===== config.mk =====
export PLATFORM = sky130hd
export DESIGN_NAME = adc_mean_to_rgb_wheel_duty
export DESIGN_NICKNAME = d
export VERILOG_FILES = /design/src/hdl/amrgb_pkg.sv /design/src/hdl/amrgb_wheel_map.sv /design/src/hdl/adc_mean_to_rgb_wheel_duty.sv
export SDC_FILE = /design/constraint.sdc
export NUM_CORES = 1
export LEC_CHECK = 0
export BUFFER_PORTS_ARGS = -buffer_cell sky130_fd_sc_hd__buf_4
export CAP_MARGIN = 20
export CORE_MARGIN = 10
export CORE_UTILIZATION = 40
export CTS_CLUSTER_DIAMETER = 80
export DETAILED_ROUTE_END_ITERATION = 8
export HOLD_SLACK_MARGIN = 0.08
export PLACE_DENSITY_LB_ADDON = 0.1
export SLEW_MARGIN = 0
export SYNTH_ARGS = -nofsm -noshare
export SYNTH_HDL_FRONTEND = slang
export SYNTH_HIERARCHICAL = 1
export SYNTH_SLANG_ARGS = --single-unit
export TNS_END_PERCENT = 30

===== constraint.sdc =====
create_clock -name i_clk -period 10.15 [get_ports i_clk]
set_clock_uncertainty 0.05 [all_clocks]
set_input_delay 3.045 -clock i_clk [delete_from_list [all_inputs] [get_ports i_clk]]
set_output_delay 3.045 -clock i_clk [all_outputs]
set_load 0.01 [all_outputs]

===== src/hdl/amrgb_pkg.sv =====
// Shared types, constants and the sine/cosine wheel tables for the colour wheel block.
package amrgb_pkg;

    // Field widths
    localparam int SAMPLE_W = 12;
    localparam int MEAN_W   = 12;
    localparam int HUE_W    = 9;
    localparam int DUTY_W   = 14;
    localparam int ANG_W    = 7;
    localparam int CFG_IDX_W = 1;

    // Default parameter values
    localparam int DEF_SAMPLES_PER_MEAN = 10;
    localparam int DEF_ADC_BITS         = 12;

    // Colour wheel geometry
    localparam int SEG_LEN   = 90;
    localparam int HUE_SPAN  = 3 * SEG_LEN;
    localparam int DUTY_FULL = 10000;
    localparam int TABLE_W   = SEG_LEN * DUTY_W;

    // Threshold reset values
    localparam logic [DUTY_W-1:0] OFF_THR_RESET = 14'd10;
    localparam logic [DUTY_W-1:0] ON_THR_RESET  = 14'd9990;

    // Configuration register indexes
    localparam logic [CFG_IDX_W-1:0] CFG_OFF_THR = 1'b0;
    localparam logic [CFG_IDX_W-1:0] CFG_ON_THR  = 1'b1;

    // LED drive modes
    typedef enum logic [1:0] {
        MODE_OFF = 2'd0,
        MODE_ON  = 2'd1,
        MODE_PWM = 2'd2
    } t_drive_mode;

    // Wheel segments: which pair of colours carries sine and cosine
    typedef enum logic [1:0] {
        SEG_RED_BLUE   = 2'd0,
        SEG_GREEN_RED  = 2'd1,
        SEG_BLUE_GREEN = 2'd2
    } t_segment;

    // Duties and modes for the three colours
    typedef struct packed {
        logic [DUTY_W-1:0] red_duty;
        logic [DUTY_W-1:0] green_duty;
        logic [DUTY_W-1:0] blue_duty;
        t_drive_mode       red_mode;
        t_drive_mode       green_mode;
        t_drive_mode       blue_mode;
    } t_wheel;

    // Divide by the denominator of series term n: (2n)(2n+1) for sine,
    // (2n-1)(2n) for cosine
    function automatic longint unsigned f_series_div(
        input longint unsigned x,
        input int              n,
        input logic            want_sin
    );
        longint unsigned q;
        case (n)
            1:       q = want_sin ? x / 64'd6   : x / 64'd2;
            2:       q = want_sin ? x / 64'd20  : x / 64'd12;
            3:       q = want_sin ? x / 64'd42  : x / 64'd30;
            4:       q = want_sin ? x / 64'd72  : x / 64'd56;
            5:       q = want_sin ? x / 64'd110 : x / 64'd90;
            6:       q = want_sin ? x / 64'd156 : x / 64'd132;
            7:       q = want_sin ? x / 64'd210 : x / 64'd182;
            8:       q = want_sin ? x / 64'd272 : x / 64'd240;
            9:       q = want_sin ? x / 64'd342 : x / 64'd306;
            10:      q = want_sin ? x / 64'd420 : x / 64'd380;
            11:      q = want_sin ? x / 64'd506 : x / 64'd462;
            12:      q = want_sin ? x / 64'd600 : x / 64'd552;
            13:      q = want_sin ? x / 64'd702 : x / 64'd650;
            14:      q = want_sin ? x / 64'd812 : x / 64'd756;
            default: q = x;
        endcase
        return q;
    endfunction

    // Build the sine or cosine table at elaboration: Q34 Taylor series at
    // x = a*157/9000 radians, floored to hundredths of a percent.
    function automatic logic [TABLE_W-1:0] f_wheel_table(input logic want_sin);
        logic [TABLE_W-1:0]  tbl;
        longint unsigned     a2k;
        longint unsigned     term;
        longint unsigned     v;
        longint              acc;
        tbl = '0;
        for (int a = 0; a < SEG_LEN; a++) begin
            a2k = longint'(a) * longint'(a) * 64'd24649;
            if (want_sin) begin
                term = ((longint'(a) * 64'd157) << 34) / 64'd9000;
            end else begin
                term = 64'd1 << 34;
            end
            acc = longint'(term);
            for (int n = 1; n <= 14; n++) begin
                term = f_series_div(term * a2k / 64'd81000000, n, want_sin);
                if ((n % 2) == 1) begin
                    acc = acc - longint'(term);
                end else begin
                    acc = acc + longint'(term);
                end
            end
            if (acc < 0) begin
                acc = 0;
            end
            v = (longint'(acc) * 64'd10000) >> 34;
            tbl[a*DUTY_W +: DUTY_W] = v[DUTY_W-1:0];
        end
        return tbl;
    endfunction

    localparam logic [TABLE_W-1:0] SIN_TABLE = f_wheel_table(1'b1);
    localparam logic [TABLE_W-1:0] COS_TABLE = f_wheel_table(1'b0);

endpackage


===== src/hdl/amrgb_wheel_map.sv =====
// Colour wheel lookup: segment and angle to three LED duties and drive modes.
module amrgb_wheel_map (
    input  amrgb_pkg::t_segment                  i_seg,
    input  logic [amrgb_pkg::ANG_W-1:0]          i_ang,
    input  logic [amrgb_pkg::DUTY_W-1:0]         i_off_thr,
    input  logic [amrgb_pkg::DUTY_W-1:0]         i_on_thr,
    output amrgb_pkg::t_wheel                    o_wheel
);

    logic [amrgb_pkg::DUTY_W-1:0] sin_val;
    logic [amrgb_pkg::DUTY_W-1:0] cos_val;
    logic [amrgb_pkg::DUTY_W-1:0] red_d;
    logic [amrgb_pkg::DUTY_W-1:0] green_d;
    logic [amrgb_pkg::DUTY_W-1:0] blue_d;

    // Off test wins over the on test
    function automatic amrgb_pkg::t_drive_mode f_mode(
        input logic [amrgb_pkg::DUTY_W-1:0] duty,
        input logic [amrgb_pkg::DUTY_W-1:0] off_thr,
        input logic [amrgb_pkg::DUTY_W-1:0] on_thr
    );
        amrgb_pkg::t_drive_mode m;
        if (duty < off_thr) begin
            m = amrgb_pkg::MODE_OFF;
        end else if (duty > on_thr) begin
            m = amrgb_pkg::MODE_ON;
        end else begin
            m = amrgb_pkg::MODE_PWM;
        end
        return m;
    endfunction

    // Read the sine and cosine tables
    always_comb begin
        sin_val = amrgb_pkg::SIN_TABLE[i_ang*amrgb_pkg::DUTY_W +: amrgb_pkg::DUTY_W];
        cos_val = amrgb_pkg::COS_TABLE[i_ang*amrgb_pkg::DUTY_W +: amrgb_pkg::DUTY_W];
    end

    // Route the pair to the colours of this segment
    always_comb begin
        case (i_seg)
            amrgb_pkg::SEG_RED_BLUE: begin
                red_d   = sin_val;
                green_d = '0;
                blue_d  = cos_val;
            end
            amrgb_pkg::SEG_GREEN_RED: begin
                red_d   = cos_val;
                green_d = sin_val;
                blue_d  = '0;
            end
            amrgb_pkg::SEG_BLUE_GREEN: begin
                red_d   = '0;
                green_d = cos_val;
                blue_d  = sin_val;
            end
            default: begin
                red_d   = '0;
                green_d = '0;
                blue_d  = '0;
            end
        endcase
    end

    // Pack duties and modes
    always_comb begin
        o_wheel.red_duty   = red_d;
        o_wheel.green_duty = green_d;
        o_wheel.blue_duty  = blue_d;
        o_wheel.red_mode   = f_mode(red_d, i_off_thr, i_on_thr);
        o_wheel.green_mode = f_mode(green_d, i_off_thr, i_on_thr);
        o_wheel.blue_mode  = f_mode(blue_d, i_off_thr, i_on_thr);
    end

endmodule


===== src/hdl/adc_mean_to_rgb_wheel_duty.sv =====
// Top level: sample averaging, hue mapping and RGB wheel duty pipeline.
//
// Usage: converter samples arrive on i_sample with i_valid; a sample is taken
// at a rising edge where i_valid is high and o_stall is low. Every
// SAMPLES_PER_MEAN samples close one group, which gives one result on o_valid
// (held until a rising edge with i_stall low): the floor mean, the hue step,
// three duties and three drive modes. Samples that do not close a group give
// no result.
// Throughput: one sample per cycle while o_stall is low. The result of a group
// passes to the output register after the edge that takes its last sample,
// through the stages in order: the accumulator, the reciprocal multiply for
// the mean, the hue multiply with segment split, and the table lookup with
// the threshold compares.
// Stall: while the receiver stalls, results back up through the stages;
// o_stall rises only on a group-closing sample that cannot enter a full
// pipeline, so other samples keep being taken.
// Reset (i_rst_n low, synchronous): the group sum and count clear, all stages
// empty, thresholds return to 10 and 9990. The user writes thresholds through
// i_cfg_we / i_cfg_idx / i_cfg_data only while the block is idle (unchecked).
module adc_mean_to_rgb_wheel_duty #(
    parameter int SAMPLES_PER_MEAN = amrgb_pkg::DEF_SAMPLES_PER_MEAN,
    parameter int ADC_BITS         = amrgb_pkg::DEF_ADC_BITS
) (
    input  logic                               i_clk,
    input  logic                               i_rst_n,
    input  logic                               i_cfg_we,
    input  logic [amrgb_pkg::CFG_IDX_W-1:0]    i_cfg_idx,
    input  logic [amrgb_pkg::DUTY_W-1:0]       i_cfg_data,
    input  logic                               i_valid,
    output logic                               o_stall,
    input  logic [amrgb_pkg::SAMPLE_W-1:0]     i_sample,
    output logic                               o_valid,
    input  logic                               i_stall,
    output logic [amrgb_pkg::MEAN_W-1:0]       o_mean_value,
    output logic [amrgb_pkg::HUE_W-1:0]        o_hue_step,
    output logic [amrgb_pkg::DUTY_W-1:0]       o_red_duty,
    output logic [amrgb_pkg::DUTY_W-1:0]       o_green_duty,
    output logic [amrgb_pkg::DUTY_W-1:0]       o_blue_duty,
    output logic [1:0]                         o_red_mode,
    output logic [1:0]                         o_green_mode,
    output logic [1:0]                         o_blue_mode
);

    localparam int CLOG_N  = $clog2(SAMPLES_PER_MEAN);
    localparam int COUNT_W = (CLOG_N > 0) ? CLOG_N : 1;
    localparam int SUM_W   = amrgb_pkg::SAMPLE_W + CLOG_N;
    // Reciprocal of the group size, exact floor for every sum below 2^SUM_W
    localparam int RECIP_K = SUM_W + CLOG_N;
    localparam int RECIP_W = RECIP_K + 1;
    localparam longint RECIP_M =
        ((64'd1 << RECIP_K) + SAMPLES_PER_MEAN - 1) / SAMPLES_PER_MEAN;
    localparam int PROD_W  = SUM_W + RECIP_W;
    localparam int HPROD_W = amrgb_pkg::MEAN_W + 9;
    localparam logic [amrgb_pkg::SAMPLE_W-1:0] SAMPLE_MASK =
        amrgb_pkg::SAMPLE_W'((64'd1 << ADC_BITS) - 1);
    localparam logic [COUNT_W-1:0] LAST_COUNT = COUNT_W'(SAMPLES_PER_MEAN - 1);
    localparam logic [amrgb_pkg::HUE_W-1:0] HUE_MAX =
        amrgb_pkg::HUE_W'(amrgb_pkg::HUE_SPAN - 1);

    // Threshold registers
    logic [amrgb_pkg::DUTY_W-1:0] r_off_thr;
    logic [amrgb_pkg::DUTY_W-1:0] r_on_thr;

    // Accumulator
    logic [SUM_W-1:0]   r_sum;
    logic [COUNT_W-1:0] r_count;
    logic [SUM_W-1:0]   n_sum;
    logic               last_sample;
    logic               in_fire;

    // Stage 1: closed group sum
    logic               r_s1_valid;
    logic [SUM_W-1:0]   r_s1_sum;
    // Stage 2: mean
    logic               r_s2_valid;
    logic [amrgb_pkg::MEAN_W-1:0] r_s2_mean;
    // Stage 3: mean, hue, segment and angle
    logic               r_s3_valid;
    logic [amrgb_pkg::MEAN_W-1:0] r_s3_mean;
    logic [amrgb_pkg::HUE_W-1:0]  r_s3_hue;
    amrgb_pkg::t_segment          r_s3_seg;
    logic [amrgb_pkg::ANG_W-1:0]  r_s3_ang;
    // Stage 4: output register
    logic               r_o_valid;
    logic [amrgb_pkg::MEAN_W-1:0] r_o_mean;
    logic [amrgb_pkg::HUE_W-1:0]  r_o_hue;
    amrgb_pkg::t_wheel            r_o_wheel;

    logic ready1;
    logic ready2;
    logic ready3;
    logic ready4;

    logic [PROD_W-1:0]            mean_prod;
    logic [amrgb_pkg::MEAN_W-1:0] n_mean;
    logic [HPROD_W-1:0]           hue_prod;
    logic [HPROD_W-1:0]           hue_full;
    logic [amrgb_pkg::HUE_W-1:0]  n_hue;
    amrgb_pkg::t_segment          n_seg;
    logic [amrgb_pkg::HUE_W-1:0]  seg_base;
    logic [amrgb_pkg::HUE_W-1:0]  ang_full;
    amrgb_pkg::t_wheel            n_wheel;

    // Handshake: a stage takes new data when empty or when it drains
    assign ready4      = !r_o_valid || !i_stall;
    assign ready3      = !r_s3_valid || ready4;
    assign ready2      = !r_s2_valid || ready3;
    assign ready1      = !r_s1_valid || ready2;
    assign last_sample = (r_count == LAST_COUNT);
    assign o_stall     = last_sample && !ready1;
    assign in_fire     = i_valid && !o_stall;
    assign n_sum       = r_sum + SUM_W'(i_sample & SAMPLE_MASK);

    // Write thresholds
    always_ff @(posedge i_clk) begin
        if (!i_rst_n) begin
            r_off_thr <= amrgb_pkg::OFF_THR_RESET;
            r_on_thr  <= amrgb_pkg::ON_THR_RESET;
        end else if (i_cfg_we) begin
            case (i_cfg_idx)
                amrgb_pkg::CFG_OFF_THR: r_off_thr <= i_cfg_data;
                amrgb_pkg::CFG_ON_THR:  r_on_thr  <= i_cfg_data;
                default: ;
            endcase
        end
    end

    // Accumulate samples; clear on the group's last sample
    always_ff @(posedge i_clk) begin
        if (!i_rst_n) begin
            r_sum   <= '0;
            r_count <= '0;
        end else if (in_fire) begin
            if (last_sample) begin
                r_sum   <= '0;
                r_count <= '0;
            end else begin
                r_sum   <= n_sum;
                r_count <= r_count + 1'b1;
            end
        end
    end

    // Stage 1: hold the closed group sum
    always_ff @(posedge i_clk) begin
        if (!i_rst_n) begin
            r_s1_valid <= 1'b0;
        end else if (ready1) begin
            r_s1_valid <= in_fire && last_sample;
        end
    end

    always_ff @(posedge i_clk) begin
        if (ready1 && in_fire && last_sample) begin
            r_s1_sum <= n_sum;
        end
    end

    // Stage 2: mean through the reciprocal multiply
    assign mean_prod = PROD_W'(r_s1_sum) * PROD_W'(RECIP_M);
    assign n_mean    = amrgb_pkg::MEAN_W'(mean_prod >> RECIP_K);

    always_ff @(posedge i_clk) begin
        if (!i_rst_n) begin
            r_s2_valid <= 1'b0;
        end else if (ready2) begin
            r_s2_valid <= r_s1_valid;
        end
    end

    always_ff @(posedge i_clk) begin
        if (ready2 && r_s1_valid) begin
            r_s2_mean <= n_mean;
        end
    end

    // Stage 3: hue step, then split into segment and angle
    assign hue_prod = HPROD_W'(r_s2_mean) * HPROD_W'(amrgb_pkg::HUE_SPAN);
    assign hue_full = hue_prod >> ADC_BITS;
    assign n_hue    = (hue_full > HPROD_W'(HUE_MAX)) ? HUE_MAX :
                      hue_full[amrgb_pkg::HUE_W-1:0];

    always_comb begin
        if (n_hue >= amrgb_pkg::HUE_W'(2 * amrgb_pkg::SEG_LEN)) begin
            n_seg    = amrgb_pkg::SEG_BLUE_GREEN;
            seg_base = amrgb_pkg::HUE_W'(2 * amrgb_pkg::SEG_LEN);
        end else if (n_hue >= amrgb_pkg::HUE_W'(amrgb_pkg::SEG_LEN)) begin
            n_seg    = amrgb_pkg::SEG_GREEN_RED;
            seg_base = amrgb_pkg::HUE_W'(amrgb_pkg::SEG_LEN);
        end else begin
            n_seg    = amrgb_pkg::SEG_RED_BLUE;
            seg_base = '0;
        end
        ang_full = n_hue - seg_base;
    end

    always_ff @(posedge i_clk) begin
        if (!i_rst_n) begin
            r_s3_valid <= 1'b0;
        end else if (ready3) begin
            r_s3_valid <= r_s2_valid;
        end
    end

    always_ff @(posedge i_clk) begin
        if (ready3 && r_s2_valid) begin
            r_s3_mean <= r_s2_mean;
            r_s3_hue  <= n_hue;
            r_s3_seg  <= n_seg;
            r_s3_ang  <= ang_full[amrgb_pkg::ANG_W-1:0];
        end
    end

    // Stage 4: table lookup and drive modes
    amrgb_wheel_map u_wheel_map (
        .i_seg     (r_s3_seg),
        .i_ang     (r_s3_ang),
        .i_off_thr (r_off_thr),
        .i_on_thr  (r_on_thr),
        .o_wheel   (n_wheel)
    );

    always_ff @(posedge i_clk) begin
        if (!i_rst_n) begin
            r_o_valid <= 1'b0;
        end else if (ready4) begin
            r_o_valid <= r_s3_valid;
        end
    end

    always_ff @(posedge i_clk) begin
        if (ready4 && r_s3_valid) begin
            r_o_mean  <= r_s3_mean;
            r_o_hue   <= r_s3_hue;
            r_o_wheel <= n_wheel;
        end
    end

    // Drive the result request
    assign o_valid      = r_o_valid;
    assign o_mean_value = r_o_mean;
    assign o_hue_step   = r_o_hue;
    assign o_red_duty   = r_o_wheel.red_duty;
    assign o_green_duty = r_o_wheel.green_duty;
    assign o_blue_duty  = r_o_wheel.blue_duty;
    assign o_red_mode   = 2'(r_o_wheel.red_mode);
    assign o_green_mode = 2'(r_o_wheel.green_mode);
    assign o_blue_mode  = 2'(r_o_wheel.blue_mode);

endmodule


; ---- Yosys cells after proc, flatten, opt, wreduce, memory -nomap -nowiden
; Cells that the tools add are included.
[totals]
out_inout_bits = 71
wordCells = 77
inputBits = 32
register_bits = 179
[op_classes]
eq_ne = 3
n_addsub = 3
n_bitwise = 1
shift = 2
mul = 3
n_mux = 12
n_reduce_logical = 22
magnitude_cmp = 9
[op_table]
columns = operator, n
row1 = indexed part select 1260 x 12 -> 14 bit (first input constant), 2
row2 = one-hot mux 14 bit (2 select lines), 3
row3 = > comparator 14 bit, 3
row4 = less-than comparator 14 bit, 3
row5 = multiplier 16 x 16 -> 31 bit (second input constant), 1
row6 = multiplier 12 x 8 -> 20 bit (second input constant), 1
row7 = adder 16 x 12 -> 16 bit, 1
row8 = two-way mux 16 bit, 1
row9 = two-way mux 7 bit, 2
row10 = multiplier 7 x 3 -> 10 bit (second input constant), 1
row11 = greater-or-equal comparator 9 x 7 -> 1 bit (second input constant), 1
row12 = greater-or-equal comparator 9 x 8 -> 1 bit (second input constant), 1
row13 = > comparator 9 bit (second input constant), 1
row14 = two-way mux 9 bit, 1
row15 = logical AND 1 bit, 8
row16 = logical NOT 1 bit, 7
row17 = subtractor 7 bit, 1
row18 = two-way mux 2 bit, 3
row19 = adder 4 x 1 -> 4 bit (second input constant), 1
row20 = equality test 4 bit (second input constant), 1
row21 = logical OR 1 bit, 4
row22 = two-way mux 4 bit, 1
row23 = AND reduction 2 bit, 2
row24 = equality test 2 x 1 -> 1 bit (second input constant), 1
row25 = other kinds (4), 4

; ---- Logic depth before layout (Yosys ltp)
; Gate-level depths: netlist of the first run.
[depth]
depth_word = 11
ltp_mapped = 23
depth_no_buf = 23

; ---- Cells and area by module
; The synthesis of the first run kept the hierarchy.
[modules_own_cells]
columns = module, area_per_inst_um2, cells_per_inst, instances, seq_area_each_um2
row1 = adc_mean_to_rgb_wheel_duty, 12259.3, 1073, 1, 4824.6
row2 = amrgb_wheel_map, 5848.1, 840, 1, 0.0

; ---- Worst setup path before layout of the first run
; Ideal clock, no wire load.
[synth_timing]
path_kind = input to register
from = input port i_stall
to = register r_o_wheel (netlist bit o_blue_duty[0]) (enable)
arrival_time_ns = 8.072
path_stages = 1
t_required_ns = 9.499
path_slack_ns = 1.427
cell_sequence = a21boi_0
[synth_between]
elab_chain_cells = 3
[synth_rtl]
columns = item, line
row1 = "start, declared", adc_mean_to_rgb_wheel_duty.sv:33  ; input logic i_stall,
row2 = logical NOT 1 bit, adc_mean_to_rgb_wheel_duty.sv:105  ; assign ready4 = !r_o_valid || !i_stall;
row3 = logical OR 1 bit, adc_mean_to_rgb_wheel_duty.sv:105
row4 = logical AND 1 bit, adc_mean_to_rgb_wheel_duty.sv:232  ; if (ready4 && r_s3_valid) begin
row5 = "end signal, assigned", adc_mean_to_rgb_wheel_duty.sv:235  ; r_o_wheel <= n_wheel;
row6 = "end, declared", adc_mean_to_rgb_wheel_duty.sv:87  ; amrgb_pkg::t_wheel r_o_wheel;
; No other way between the ends.
; A chain may end at the register's enable or synchronous reset.

; ---- Worst setup path after layout of the first run
[layout_timing]
from = input port i_stall
to = output port o_stall
[layout_between]
elab_chain_cells = 7
[layout_rtl]
columns = item, line
row1 = logical NOT 1 bit, adc_mean_to_rgb_wheel_duty.sv:105
row2 = logical OR 1 bit, adc_mean_to_rgb_wheel_duty.sv:105
row3 = logical OR 1 bit, adc_mean_to_rgb_wheel_duty.sv:106  ; assign ready3 = !r_s3_valid || ready4;
row4 = logical OR 1 bit, adc_mean_to_rgb_wheel_duty.sv:107  ; assign ready2 = !r_s2_valid || ready3;
row5 = logical OR 1 bit, adc_mean_to_rgb_wheel_duty.sv:108  ; assign ready1 = !r_s1_valid || ready2;
row6 = logical NOT 1 bit, adc_mean_to_rgb_wheel_duty.sv:110  ; assign o_stall = last_sample && !ready1;
row7 = logical AND 1 bit, adc_mean_to_rgb_wheel_duty.sv:110
row8 = "end, declared", adc_mean_to_rgb_wheel_duty.sv:30  ; output logic o_stall,
; No other way between the ends.

==> results of run 1 <==
critical path, delay by kind of cell:
kind	cells	cell delay (ns)
simple gates	3	0.51
buf+inv	3	0.31
area by class of cell:
class | instances | area [um^2]
fill | 4396 | 24600
multi-input combinational | 1418 | 12000
sequential | 178 | 4820
inverter | 231 | 867
timing repair buffer | 114 | 856
tap | 592 | 741
clock buffer | 18 | 450
clock inverter | 14 | 159
flip-flops by register name, indices dropped and copies added (netlist names), 12 cells and up:
register / flops
o_blue_duty: 14
r_sum: 16
r_s1_sum: 16
r_s3_mean: 12
o_green_duty: 14
o_red_duty: 14
r_off_thr: 14
r_s2_mean: 12
r_on_thr: 14
o_mean_value: 12
synth_stat cells (19+ instances only):
library cell | n | share of area
buf_2 | 36 | 0.010
dfxtp_1 | 52 | 0.057
a31oi_1 | 20 | 0.0069
o211ai_1 | 20 | 0.0083
clkbuf_1 | 33 | 0.0068
inv_1 | 225 | 0.047
o21ai_0 | 78 | 0.022
nand2_1 | 141 | 0.029
nand4_1 | 20 | 0.0069
nand3_1 | 39 | 0.011
ha_1 | 280 | 0.19
nor2b_1 | 45 | 0.016
a22o_1 | 28 | 0.014
nand2b_1 | 30 | 0.010
and2_1 | 19 | 0.0066
nor3_1 | 36 | 0.010
a21oi_1 | 101 | 0.028
fa_1 | 97 | 0.11
edfxtp_1 | 126 | 0.21
xnor2_1 | 23 | 0.011
nor2_1 | 80 | 0.017
a21o_1 | 35 | 0.015
power groups by stage:
| stage | clock network (mW) | logic (mW) | registers [mW] |
|---|---|---|---|
| 2_1_floorplan | 0 | 0.0943 | 0.806 |
| 3_3_place_gp | 0 | 0.130 | 0.808 |
| 3_5_place_dp | 0 | 0.132 | 0.808 |
| 4_1_cts | 0.719 | 0.133 | 0.791 |
| 5_1_grt | 0.745 | 0.150 | 0.793 |
| 6_report | 0.694 | 0.133 | 0.792 |
cells by family after synthesis:
logic type                 after synthesis  share of synthesized area
AOI/OAI and AO/OA                      505                      0.196
DFF                                    178                      0.266
muxes                                   15                     0.0113
and+or+nand+nor                        485                      0.136
xor gates and xnor gates                35                     0.0169
buffers and inverters                  317                     0.0724
adders and majority gates              378                      0.301
layer usage:
layer  global-route usage  up-vias  wire length [um]
met3               0.0282      103              2840
met5                    0        -                 0
li1                     -     7024                 -
met2                0.321      416             25400
met4               0.0771        0              1780
met1                0.254     7150             23200
worst min-delay path by stage:
stage | from | depth (start not counted) | slack [ns] | end
6_report | r_s3_mean[9]$_DFFE_PP_ | 0 | 0.38 | o_mean_value[9]$_DFFE_PP_
3_3_place_gp | r_s3_mean[5]$_DFFE_PP_ | 0 | 0.36 | o_mean_value[5]$_DFFE_PP_
5_1_grt | r_s3_mean[6]$_DFFE_PP_ | 0 | 0.39 | o_mean_value[6]$_DFFE_PP_
4_1_cts | r_s3_mean[2]$_DFFE_PP_ | 0 | 0.38 | o_mean_value[2]$_DFFE_PP_
3_5_place_dp | r_s3_mean[7]$_DFFE_PP_ | 0 | 0.36 | o_mean_value[7]$_DFFE_PP_
2_1_floorplan | r_s3_hue[1]$_DFFE_PP_ | 0 | 0.35 | o_hue_step[1]$_DFFE_PP_
==> results.sh, run 1 <==
export IMPL_status="complete, no violations"
export IMPL_rrSetupSlack_ns=3.94
export IMPL_ant_nets=0
export IMPL_clock_sinks=178
export IMPL_dpl_worst_slack_ns=3.18
export IMPL_syn2layout_area_growth_pct=9.81
export IMPL_ys_ff_latch=178
export IMPL_grt_usage=0.195
export IMPL_cp_data_arrival_time_ns=3.87
export IMPL_place_hpwl_mm=41.3
export IMPL_p_total_mw=1.62
export IMPL_p_switching_uw=431
export IMPL_cts_hold_buf=0
export IMPL_cts_root_buf="clkbuf_16"
export IMPL_cts_resized=0
export IMPL_post_cts_buffers=0
export IMPL_hp_class="reg2reg"
export IMPL_vias_per_cell=5.73
export IMPL_hold_viol=0
export IMPL_synth_fp_nets=2322
export IMPL_r2r_start="r_s1_sum[8]$_DFFE_PP_"
export IMPL_clk_pin_slew_ns=0.07
export IMPL_cts_tree="built"
export IMPL_fin_crit_ns=6.97
export IMPL_numPortBuffers=102
export IMPL_cp_required_ns=7.06
export IMPL_overflow=0
export IMPL_rsz0062_at_grt="no"
export IMPL_drive_above_1_share=0.0953
export IMPL_p_leak_nw=8.87
export IMPL_tns_ns=0
export IMPL_path_class="in2out"
export IMPL_final_cell_mix="ha_1, inv_1, nand2_1, edfxtp_1, buf_4"
export IMPL_die_w_um=233
export IMPL_drtIter0Drc=1520
export IMPL_yosysSeqAreaShare=0.266
export IMPL_cp_startpoint="i_stall"
export IMPL_syn_area_um2=18100
export IMPL_coreArea_um2=44500
export IMPL_crit_path_end_kind="output pin"
export IMPL_fin_nets=2369
export IMPL_power_density_nw_per_um2=81.4
export IMPL_syn_area_per_cell_um2=9.47
export IMPL_drv_slew=0
export IMPL_p_clk_frac=0.429
export IMPL_crit_slowest_cell="and3_1"
export IMPL_placementRows=77
export IMPL_cp_max_fo=4
export IMPL_cts_buffer_depth=2
export IMPL_crit_chain="buf_4, and3_1, and2_1, nand3_1, inv_1, buf_4"
export IMPL_start_kind="input port"
export IMPL_start_util=0.407
export IMPL_routabilityCongestion=0.962
export IMPL_grt_max_degree=78
export IMPL_grt_pass1_vias=14500
export IMPL_reg2regPathDepth=19
export IMPL_ir_drop_uv=80.4
export IMPL_syn_inst=1913
export IMPL_synthArstFlopShare=0
export IMPL_final_util=0.447
export IMPL_p_comb_frac=0.082
export IMPL_final_setup_viol_count=0
export IMPL_grt_pass1_wl_mm=82.8
export IMPL_yosys_warnings=6
export IMPL_die_y_um=233
export IMPL_final_cell_area_um2=19900
export IMPL_internal_power_mw=1.19
export IMPL_layout_commonest_cell="ha_1"
export IMPL_fin_cells=2565
export IMPL_fmax_mhz=144
export IMPL_tightest_slew_ns=0.981
export IMPL_wl_per_cell_um=20.7
export IMPL_synth_enable_flop_cells=126
export IMPL_worst_slack_ns=3.18
export IMPL_cts_htree_levels=4
export IMPL_cap_violations=0
export IMPL_vias=14700
export IMPL_numCtsBuffers=17
export IMPL_r2r_end="r_s2_mean[11]$_DFFE_PP_"
export IMPL_holdWs_ns=0.377
export IMPL_fin_crit_sh=0.686
export IMPL_dpl_cell_count=2533
export IMPL_io_pins=103
export IMPL_drc_errors=0
export IMPL_endpoint="o_stall"
export IMPL_seqPwrFrac=0.489
export IMPL_antenna_found_initial=0
export IMPL_num_antenna_cells=0
export IMPL_firstDrtPassIters=6
export IMPL_drt_wl_total_mm=53.2
export IMPL_swShare=0.266
export IMPL_synthFlopType="edfxtp_1"
export IMPL_die_area_um2=54200
export IMPL_yosysUniqueCellTypes=101
export IMPL_cp_common_cell="buf_4"
export IMPL_max_stage_delay_ns=0.20
export IMPL_dpl_cell_area_um2=19300
export IMPL_clk_insertion_delay_late_ns=0.47
export IMPL_slew_headroom=0.345
No activity file was read; power rests on OpenSTA's default activity.
==> run 2: changes to the inputs <==
Clock period 10.15 ns to 5.7 ns, I/O delays scaled along.
==> results.sh, run 2 (same netlist as run 1, synthesis figures left out) <==
export IMPL_drive_above_1_share=0.169
export IMPL_cp_required_ns=5.87
export IMPL_swShare=0.260
export IMPL_wl_per_cell_um=20.9
export IMPL_max_stage_delay_ns=0.57
export IMPL_hold_start="r_s3_mean[4]$_DFFE_PP_"
export IMPL_p_clk_frac=0.407
export IMPL_holdWs_ns=0.357
export IMPL_r2r_end="r_s2_mean[10]$_DFFE_PP_"
export IMPL_start_util=0.407
export IMPL_crit_chain="ha_4, inv_1, fa_1, inv_1, fa_1, fa_1, fa_1, fa_1, ha_4, nand3_2, or2_4, o221ai_2, a21o_1, a41o_1, a21oi_2, a21oi_2, a211o_1, buf_4, xor2_1"
export IMPL_drv_slew=0
export IMPL_seqPwrFrac=0.506
export IMPL_crit_path_end_kind="flop"
export IMPL_top_regs="r_s1_sum (16), r_sum (16)"
export IMPL_num_antenna_cells=0
export IMPL_reg2regPathDepth=19
export IMPL_dpl_worst_slack_ns=-0.270
export IMPL_cp_common_cell="fa_1"
export IMPL_cts_hold_buf=0
export IMPL_die_w_um=233
export IMPL_overflow=0
export IMPL_grt_pass1_wl_mm=87.1
export IMPL_cts_buffer_depth=2
export IMPL_cp_max_fo=3
export IMPL_fin_nets=2480
export IMPL_fin_crit_sh=0.993
export IMPL_p_comb_frac=0.087
export IMPL_slew_headroom=0.310
export IMPL_fmax_mhz=177
export IMPL_ant_nets=0
export IMPL_clock_sinks=178
export IMPL_cts_tree="built"
export IMPL_final_cell_mix="ha_1, inv_1, buf_4, nand2_1, edfxtp_1"
export IMPL_numCtsBuffers=17
export IMPL_grt_usage=0.205
export IMPL_cp_data_arrival_time_ns=5.83
export IMPL_ir_drop_uv=147
export IMPL_path_class="reg2reg"
export IMPL_rrSetupSlack_ns=0.04
export IMPL_cp_top_family="adder cells"
export IMPL_start_kind="flop"
export IMPL_vias_per_cell=5.67
export IMPL_layout_commonest_cell="ha_1"
export IMPL_rsz0062_at_grt="yes"
export IMPL_syn2layout_area_growth_pct=16.5
export IMPL_hold_viol=0
export IMPL_coreArea_um2=44500
export IMPL_p_leak_nw=9.40
export IMPL_cts_htree_levels=4
export IMPL_p_total_mw=2.79
export IMPL_clk_insertion_delay_late_ns=0.46
export IMPL_fin_crit_ns=5.66
export IMPL_antenna_found_initial=0
export IMPL_p_switching_uw=725
export IMPL_drt_wl_total_mm=55.9
export IMPL_grt_max_degree=116
export IMPL_final_setup_viol_count=0
export IMPL_hold_path_end="o_mean_value[4]$_DFFE_PP_"
export IMPL_cap_violations=0
export IMPL_hold_path_depth=0
export IMPL_place_hpwl_mm=43.6
export IMPL_routabilityCongestion=0.981
export IMPL_path_buf_inv=3
export IMPL_clk_pin_slew_ns=0.08
export IMPL_tns_ns=0
export IMPL_die_y_um=233
export IMPL_io_pins=103
export IMPL_vias=15200
export IMPL_hp_class="reg2reg"
export IMPL_final_util=0.474
export IMPL_worst_slack_ns=0.0394
export IMPL_grt_pass1_vias=15200
export IMPL_tightest_slew_ns=1.03
export IMPL_cts_root_buf="clkbuf_16"
export IMPL_power_density_nw_per_um2=132
export IMPL_placementRows=77
export IMPL_drtIter0Drc=1546
export IMPL_nFillCells=4321
export IMPL_crit_slowest_cell="fa_1"
export IMPL_drc_errors=0
export IMPL_r2r_start="r_s1_sum[4]$_DFFE_PP_"
export IMPL_internal_power_mw=2.06
export IMPL_die_area_um2=54200
export IMPL_status="complete, no violations"
export IMPL_numPortBuffers=102
export IMPL_firstDrtPassIters=6
==> run 2: cell count changes in the layout (fill, tap and decap cells not counted), moves of 4 or more <==
| cell | change |
|---|---|
| ha_4 | +14 |
| a21oi_2 | +6 |
| a31oi_1 | -4 |
| ha_1 | -15 |
| inv_2 | +5 |
| buf_4 | +107 |
| a21oi_1 | -6 |
==> run 2: cell type report <==
class | instances | area [um^2] | share of cell area
multi-input cells | 1418 | 12400 | 0.588
flip-flops and latches | 178 | 4820 | 0.229
repair buffers | 225 | 1720 | 0.0816
inverters | 231 | 867 | 0.0411
well taps | 592 | 741 | 0.0351
clock buffers | 19 | 433 | 0.0205
clock inverters | 13 | 109 | 0.00516
==> run 2: worst max-delay path by stage <==
| stage | from | end | slack, ns | cells after the start |
|---|---|---|---|---|
| finish | r_s1_sum[4]$_DFFE_PP_ | r_s2_mean[10]$_DFFE_PP_ | 0.04 | 19 |
| global placement | r_s1_sum[3]$_DFFE_PP_ | r_s2_mean[11]$_DFFE_PP_ | -0.26 | 19 |
| global route | r_s1_sum[4]$_DFFE_PP_ | r_s2_mean[10]$_DFFE_PP_ | -0.15 | 19 |
| detailed placement | r_s1_sum[3]$_DFFE_PP_ | r_s2_mean[11]$_DFFE_PP_ | -0.27 | 19 |
| floorplan | r_s1_sum[3]$_DFFE_PP_ | r_s2_mean[11]$_DFFE_PP_ | 0.01 | 19 |
| CTS | r_s1_sum[4]$_DFFE_PP_ | r_s2_mean[11]$_DFFE_PP_ | -0.03 | 19 |
==> run 2: what timing repair did <==
item	CTS	global route
pin swaps	23	45
endpoints found under the setup margin	7	10
buffers inserted	2	18
resized for setup	12	58
==> run 2: through the flow <==
step	instances	area [um^2]
6_report	2676	21100
5_1_grt	2676	21100
4_1_cts	2657	20600
3_5_place_dp	2623	20000
3_3_place_gp	2623	20000
2_1_floorplan	1913	18100
==> run 2: power by group through the flow <==
stage	Combinational, mW	Clock (mW)	Sequential [mW]
after floorplan	0.168	0	1.43
after global placement	0.239	0	1.44
after detailed placement	0.243	0	1.44
after CTS	0.245	1.18	1.41
after global routing	0.277	1.22	1.41
final	0.244	1.13	1.41
==> run 2: metal layers <==
layer / part of all wire / global-route usage / vias to the layer above
li1: - / - / 7242
met1: 0.44 / 0.271 / 7334
met2: 0.47 / 0.332 / 490
met3: 0.054 / 0.0298 / 107
met4: 0.033 / 0.0828 / 0
met5: 0 / 0 / -
==> run 3: changes to the inputs <==
Settings changed: CORE_ASPECT_RATIO set to 1.25, CTS_BUF_LIST set to sky130_fd_sc_hd__clkbuf_4.
==> results.sh, run 3 (same netlist as run 1, synthesis figures left out) <==
export IMPL_cts_buffer_depth=2
export IMPL_holdWs_ns=0.389
export IMPL_drc_errors=0
export IMPL_drv_slew=0
export IMPL_status="complete, no violations"
export IMPL_ir_drop_uv=121
export IMPL_die_w_um=210
export IMPL_cts_htree_levels=4
export IMPL_start_util=0.403
export IMPL_ant_nets=0
export IMPL_layout_commonest_cell="ha_1"
export IMPL_drive_above_1_share=0.151
export IMPL_drtIter0Drc=1170
export IMPL_numPortBuffers=102
export IMPL_vias=15200
export IMPL_die_area_um2=54200
export IMPL_cp_max_fo=4
export IMPL_path_class="reg2reg"
export IMPL_clk_insertion_delay_late_ns=0.67
export IMPL_slew_headroom=0.301
export IMPL_power_density_nw_per_um2=120
export IMPL_top_regs="r_s1_sum (16), r_sum (16)"
export IMPL_final_cell_area_um2=20500
export IMPL_syn2layout_area_growth_pct=13.4
export IMPL_cp_common_cell="fa_1"
export IMPL_cts_tree="built"
export IMPL_grt_pass1_vias=15200
export IMPL_max_stage_delay_ns=0.57
export IMPL_antenna_found_initial=2
export IMPL_fin_crit_ns=5.65
export IMPL_io_pins=103
export IMPL_cts_root_buf="clkbuf_4"
export IMPL_tns_ns=0
export IMPL_grt_pass1_wl_mm=89.2
export IMPL_placementRows=87
export IMPL_hold_viol=0
export IMPL_grt_max_degree=116
export IMPL_crit_path_end_kind="flop"
export IMPL_wl_per_cell_um=22.0
export IMPL_fin_crit_sh=0.991
export IMPL_clock_sinks=178
export IMPL_final_setup_viol_count=0
export IMPL_fmax_mhz=177
export IMPL_place_hpwl_mm=46.5
export IMPL_drt_wl_total_mm=58.3
export IMPL_final_cell_mix="ha_1, inv_1, buf_4, nand2_1, edfxtp_1"
export IMPL_hp_class="reg2reg"
export IMPL_firstDrtPassIters=6
export IMPL_hold_path_depth=0
export IMPL_cap_violations=0
export IMPL_reg2regPathDepth=20
export IMPL_crit_slowest_cell="fa_1"
export IMPL_tightest_slew_ns=1.05
export IMPL_die_y_um=258
export IMPL_routabilityCongestion=0.949
export IMPL_coreArea_um2=45000
export IMPL_start_kind="flop"
export IMPL_crit_chain="buf_4, ha_4, inv_1, fa_1, inv_1, fa_1, fa_1, fa_1, fa_1, ha_4, a21o_1, a21oi_2, o221ai_2, a21o_1, a41o_1, a21oi_4, a21oi_2, a211o_1, a21oi_2, xnor2_1"
export IMPL_grt_usage=0.212
export IMPL_rsz0062_at_grt="yes"
export IMPL_cp_data_arrival_time_ns=6.04
export IMPL_cp_required_ns=6.09
export IMPL_p_leak_nw=9.22
export IMPL_numCtsBuffers=17
export IMPL_overflow=0
export IMPL_dpl_cell_area_um2=20000
export IMPL_vias_per_cell=5.75
export IMPL_fin_nets=2465
export IMPL_clk_pin_slew_ns=0.16
==> run 3: changes by cell type in the layout (fill, tap and decap cells not counted), sizes merged <==
| cell | delta |
|---|---|
| buf | -15 |
| diode | +3 |
| bufinv | +2 |
| clkinv | -2 |
| clkbuf | -1 |
| clkinvlp | +1 |
==> run 3: layout make-up <==
cell class	instances	area (um^2)
Fill cell	4397	24400
Multi-Input combinational cell	1418	12200
Sequential cell	178	4820
Timing Repair Buffer	210	1610
Inverter	231	867
Tap cell	578	723
Clock inverter	14	170
Clock buffer	18	135
Antenna cell	3	7.51
==> run 3: worst paths after layout <==
path / start / endpoint / slack [ns]
min reg2reg: r_s3_hue[4]$_DFFE_PP_ / o_hue_step[4]$_DFFE_PP_ / 0.39
max reg2reg: r_s1_sum[3]$_DFFE_PP_ / r_s2_mean[11]$_DFFE_PP_ / 0.05
min: r_s3_hue[4]$_DFFE_PP_ / o_hue_step[4]$_DFFE_PP_ / 0.39
max: r_s1_sum[3]$_DFFE_PP_ / r_s2_mean[11]$_DFFE_PP_ / 0.05
==> run 3: stage by stage <==
stage	total power, mW	setup slack (ns)	std cells	util
5_1_grt	2.58	-0.199	2650	0.457
3_3_place_gp	1.68	-0.218	2606	0.444
2_1_floorplan	1.60	0.0117	1913	-
3_5_place_dp	1.68	-0.277	2606	0.444
6_report	2.46	0.0495	2650	0.457
4_1_cts	2.49	0.00155	2641	0.454
==> run 3: repair_timing <==
| action | 4_1_cts | 5_1_grt |
|---|---|---|
| setup buffers | 3 | 6 |
| setup endpoints to repair | 6 | 11 |
| hold buffers | 0 | 0 |
| resized for setup | 15 | 19 |
| pin swaps | 22 | 6 |
==> run 3: metal layers <==
layer	up-vias	GRT usage	wire, um
met5	-	0	0
met3	115	0.0314	3040
met1	7422	0.262	24400
met2	502	0.361	28600
met4	0	0.0941	2270
li1	7210	-	-
==> run 3: critical path, delay by kind of cell (launching register included) <==
family          cells  cell delay [ns]
flops               1             0.49
xor+xnor            1             0.07
buf+inv             3             0.28
compound gates      9             1.58
fa+ha+maj           7             2.95
==> run 3: power breakdown <==
group	internal, mW	switching, mW
registers	1.40	0.0142
logic	0.101	0.141
clock network	0.280	0.530
total	1.78	0.685
